**src/hdl/matrix_saddle_point_search_assert.svh**
```systemverilog
// Assertion macros shared by the saddle-point search RTL.
`ifndef MATRIX_SADDLE_POINT_SEARCH_ASSERT_SVH
`define MATRIX_SADDLE_POINT_SEARCH_ASSERT_SVH

// A condition that must hold at every clock edge out of reset.
`define MSPS_ASSERT_ALWAYS(label, clk, rst_n, cond) \
    label: assert property (@(posedge clk) disable iff (!rst_n) (cond)) \
        else $error("msps: invariant violated");

// A consequence that must hold in the same cycle as its antecedent.
`define MSPS_ASSERT_IMPL(label, clk, rst_n, ante, cons) \
    label: assert property (@(posedge clk) disable iff (!rst_n) (ante) |-> (cons)) \
        else $error("msps: same-cycle implication violated");

// A consequence that must hold in the cycle after its antecedent.
`define MSPS_ASSERT_NEXT(label, clk, rst_n, ante, cons) \
    label: assert property (@(posedge clk) disable iff (!rst_n) (ante) |=> (cons)) \
        else $error("msps: next-cycle implication violated");

`endif

```
**src/hdl/msps_ram.sv**
```systemverilog
// Generic single-port-write, single-port-read RAM with a registered read.
module msps_ram #(
    parameter int WIDTH = 16,
    parameter int DEPTH = 256
) (
    input  logic                     i_clk,
    input  logic                     i_we,
    input  logic [$clog2(DEPTH)-1:0] i_waddr,
    input  logic [WIDTH-1:0]         i_wdata,
    input  logic                     i_re,
    input  logic [$clog2(DEPTH)-1:0] i_raddr,
    output logic [WIDTH-1:0]         o_rdata
);

    logic [WIDTH-1:0] r_mem [DEPTH];
    logic [WIDTH-1:0] r_rdata;

    // Write port and registered read port.
    always_ff @(posedge i_clk) begin
        if (i_we) begin
            r_mem[i_waddr] <= i_wdata;
        end
        if (i_re) begin
            r_rdata <= r_mem[i_raddr];
        end
    end

    assign o_rdata = r_rdata;

endmodule

```
**config.mk**
```make
export PLATFORM = sky130hd
export DESIGN_NAME = msps_ram
export DESIGN_NICKNAME = d
export VERILOG_FILES = /design/src/hdl/matrix_saddle_point_search_assert.svh /design/src/hdl/msps_ram.sv
export SDC_FILE = /design/constraint.sdc
export NUM_CORES = 2
export LEC_CHECK = 0
export BUFFER_PORTS_ARGS = -buffer_cell sky130_fd_sc_hd__buf_2
export CAP_MARGIN = 20
export CORE_MARGIN = 5
export CORE_UTILIZATION = 45
export DETAILED_ROUTE_END_ITERATION = 7
export PLACE_DENSITY = 0.68
export SLEW_MARGIN = 30
export SYNTH_ARGS = -nofsm -noshare
export SYNTH_HDL_FRONTEND = slang
export SYNTH_SLANG_ARGS = --single-unit
```
**constraint.sdc**
```tcl
create_clock -name i_clk -period 7 [get_ports i_clk]
set_input_delay 1.05 -clock i_clk [delete_from_list [all_inputs] [get_ports i_clk]]
set_output_delay 1.05 -clock i_clk [all_outputs]
set_load 0.01 [all_outputs]
```
==> flow_summary.json <==
{
  "skew_ns": 0.0688,
  "rrSetupSlack_ns": 3.64,
  "timing.final.ws_setup_ns": 2.50,
  "ios": 51,
  "die_y_microns": 604,
  "leakagePower_nw": 56.3,
  "switching_share": 0.211,
  "post_cts_resized": 0,
  "final-setup-viol-count": 0,
  "coreArea_sq_mm": 0.352,
  "clk_latency_ns": 0.93,
  "synth_fp_nets": 7395,
  "worstPathMaxFanout": 50,
  "timing.final.max_slew_violations": 0,
  "pre_cts_slack_ns": 1.76,
  "antenna_found_initial": 29,
  "grt_max_degree": 195,
  "max_slew_margin": 0.105,
  "routed-via-count": 79572,
  "tritoncts": "done",
  "p_sw_w": 0.0106,
  "avgRoutedWirePerCell_microns": 32.5,
  "peakVddDrop_mv": 0.218,
  "path_clk_slew_ns": 0.06,
  "grt_pass1_wl_microns": 590000,
  "synth_cells": 7360,
  "cp_data_arrival_time_ns": 5.22,
  "internal-power_w": 0.0398,
  "synth_area_sq_mm": 0.159,
  "cts_max_path_buffers": 4,
  "die_w_microns": 604,
  "htree_levels": 5,
  "final.setup.tns_ns": 0,
  "cts_hold_buffers": 0,
  "routed_wl_microns": 417000,
  "yosysSeqAreaShare": 0.777,
  "drive_above_1_share": 0.243,
  "critPathRequiredTime_ns": 7.72,
  "rows": 218,
  "nets": 7788,
  "period_share": 0.643,
  "p_per_area_mw_per_mm2": 282,
  "power_frac_comb": 0.049,
  "status": "finished, violations left",
  "yosys_warnings": 0,
  "setup.worst_path.start_class": "input pin",
  "hold_viol_final": 0,
  "cp_num_buf_inv": 3,
  "end_kind": "flip-flop",
  "fillers": 26912,
  "numCtsBuffers": 388,
  "crit_family": "simple AND/OR/NAND/NOR gates",
  "drc_errors": 1,
  "first_iter_violations": 11330,
  "portBuffers": 50,
  "vias_per_cell": 6.21,
  "synth_cell_type_count": 51,
  "slowest_stage": "nand4_1",
  "path_cells": "clkbuf_8 -> or2_4 -> buf_12 -> buf_4 -> o22ai_1 -> mux2i_1 -> a22oi_1 -> nand4_1 -> nor4_1",
  "grt_overflow_total": 0,
  "root_buffer": "clkbuf_16",
  "cpPeakStageDelay_ns": 0.77,
  "drtPass1Iterations": 8,
  "clockPowerShare": 0.412,
  "grt_util_all_layers": 0.224,
  "cts_sinks": 4112,
  "grt_pass1_vias": 78665,
  "initial_utilization": 0.451,
  "hp-class": "input pin to flip-flop",
  "syn_area_per_cell_sq_um": 21.6,
  "ant_nets": 0,
  "violations": "design-rule violations",
  "dp_hpwl_microns": 241000,
  "die_area_sq_mm": 0.365,
  "maxCapViolations": 0,
  "gp_congestion": 0.915,
  "syn2layout_area_growth_pct": 12.8,
  "fmax_mhz": 222,
  "postCtsSetupBuffers": 0,
  "fin_crit_ns": 4.50,
  "rsz0062_at_grt": "false",
  "tightest_slew_ns": 1.34,
  "power_frac_seq": 0.539,
  "path_class": "input pin to flip-flop",
  "ys_seq_elements": 4112
}
-- synth_stat cells, drive strengths merged --
library cell,count,area share
mux4,797,0.11
a31oi,6,0.00024
nand2b,3,0.00012
and3,11,0.00043
or3,2,0.000079
nand4b,3,0.00017
o31ai,16,0.00076
nand3,35,0.0011
and4,2,0.00011
nor4bb,2,0.00013
buf,222,0.011
nor3b,1,0.000047
nand2,38,0.00090
nor2,304,0.0072
nor3,92,0.0029
or4b,1,0.000063
clkbuf,230,0.0054
o221ai,253,0.014
o32ai,21,0.0012
edfxtp,4112,0.78
a211oi,18,0.00085
mux2,88,0.0062
a21o,2,0.000094
a221oi,28,0.0015
o22ai,148,0.0058
nor4,18,0.00075
or2,5,0.00020
nand4,26,0.0010
mux2i,565,0.036
a21oi,175,0.0055
nand3b,1,0.000047
or3b,1,0.000055
nor2b,9,0.00035
a22oi,43,0.0020
a2111oi,6,0.00033
o21ai,38,0.0012
and2,2,0.000079
inv,4,0.000094
a22o,32,0.0018
-- registers in the layout (all words and copies together), names as in the netlist --
signal / cells
r_mem: 4096
o_rdata: 16
-- routing by layer --
| metal | track usage | up-vias | share of wire |
|---|---|---|---|
| met2 | 0.354 | 4714 | 0.48 |
| li1 | - | 32099 | - |
| met1 | 0.305 | 41907 | 0.37 |
| met5 | 0 | - | 0.00013 |
| met3 | 0.0442 | 844 | 0.10 |
| met4 | 0.0990 | 8 | 0.052 |
-- cells in the final DEF, fill, tap and decap left out, types with 19 or more instances in the layout --
master,netlist,layout
buf_2,76,29
buf_4,26,353
clkinv_1,0,81
o221ai_1,252,252
a22oi_1,43,43
clkbuf_1,230,80
a221oi_1,28,28
clkinvlp_4,0,19
buf_12,5,39
a21oi_1,175,175
nand2_1,38,38
a22o_1,32,32
clkbuf_16,0,399
edfxtp_1,4112,4112
bufinv_16,0,37
nand4_1,26,26
nand3_1,35,25
nor3_1,92,82
mux4_2,797,797
o21ai_0,37,34
mux2_2,88,88
nor2_1,304,278
clkinv_2,0,67
o22ai_1,148,148
mux2i_1,565,565
-- final cells by class --
class,instances,area (sq um),share of cell area
diodes,18,45.0,0.000251
clock buffers,479,10300,0.0574
clock inverters,227,2190,0.0122
inverters,4,27.5,0.000154
multi-input cells,2792,33000,0.184
flip-flops and latches,4112,123000,0.689
well taps,4730,5920,0.0330
repair buffers,455,4190,0.0234
-- path summary, 6_finish.rpt --
kind	cells past startpoint	from	endpoint
min reg2reg	6	r_mem[232][7]	o_rdata[7]
max reg2reg	6	r_mem[3][9]	o_rdata[9]
min	1	i_wdata[7]	r_mem[186][7]
max	9	i_raddr[2]	o_rdata[0]
-- metrics by stage --
stage / instances / utilization / power [W] / hold WS (ns) / area, sq um
floorplan: 7360 / - / 0.0290 / 0.973 / 159000
global placement: 12076 / 0.472 / 0.0301 / 1.12 / 166000
detailed placement: 12084 / 0.472 / 0.0302 / 1.14 / 166000
CTS: 12790 / 0.508 / 0.0507 / 0.534 / 179000
global route: 12810 / 0.509 / 0.0519 / 0.493 / 179000
finish: 12817 / 0.509 / 0.0505 / 0.531 / 179000
-- power groups by stage --
| stage | combinational [W] | clock, W | sequential (W) |
|---|---|---|---|
| after floorplan | 0.00134 | 0 | 0.0277 |
| final | 0.00250 | 0.0208 | 0.0272 |
| after detailed placement | 0.00247 | 0 | 0.0277 |
| after CTS | 0.00247 | 0.0210 | 0.0272 |
| after global placement | 0.00240 | 0 | 0.0277 |
| after global routing | 0.00260 | 0.0221 | 0.0272 |
-- cell families after synthesis --
| group | Yosys count | synth area share |
|---|---|---|
| buffers and inverters | 456 | 0.0169 |
| and+or+nand+nor | 556 | 0.0157 |
| muxes | 1450 | 0.155 |
| AOI/OAI and AO/OA | 786 | 0.0353 |
| DFF | 4112 | 0.777 |
(Power assumes the default switching activity.)
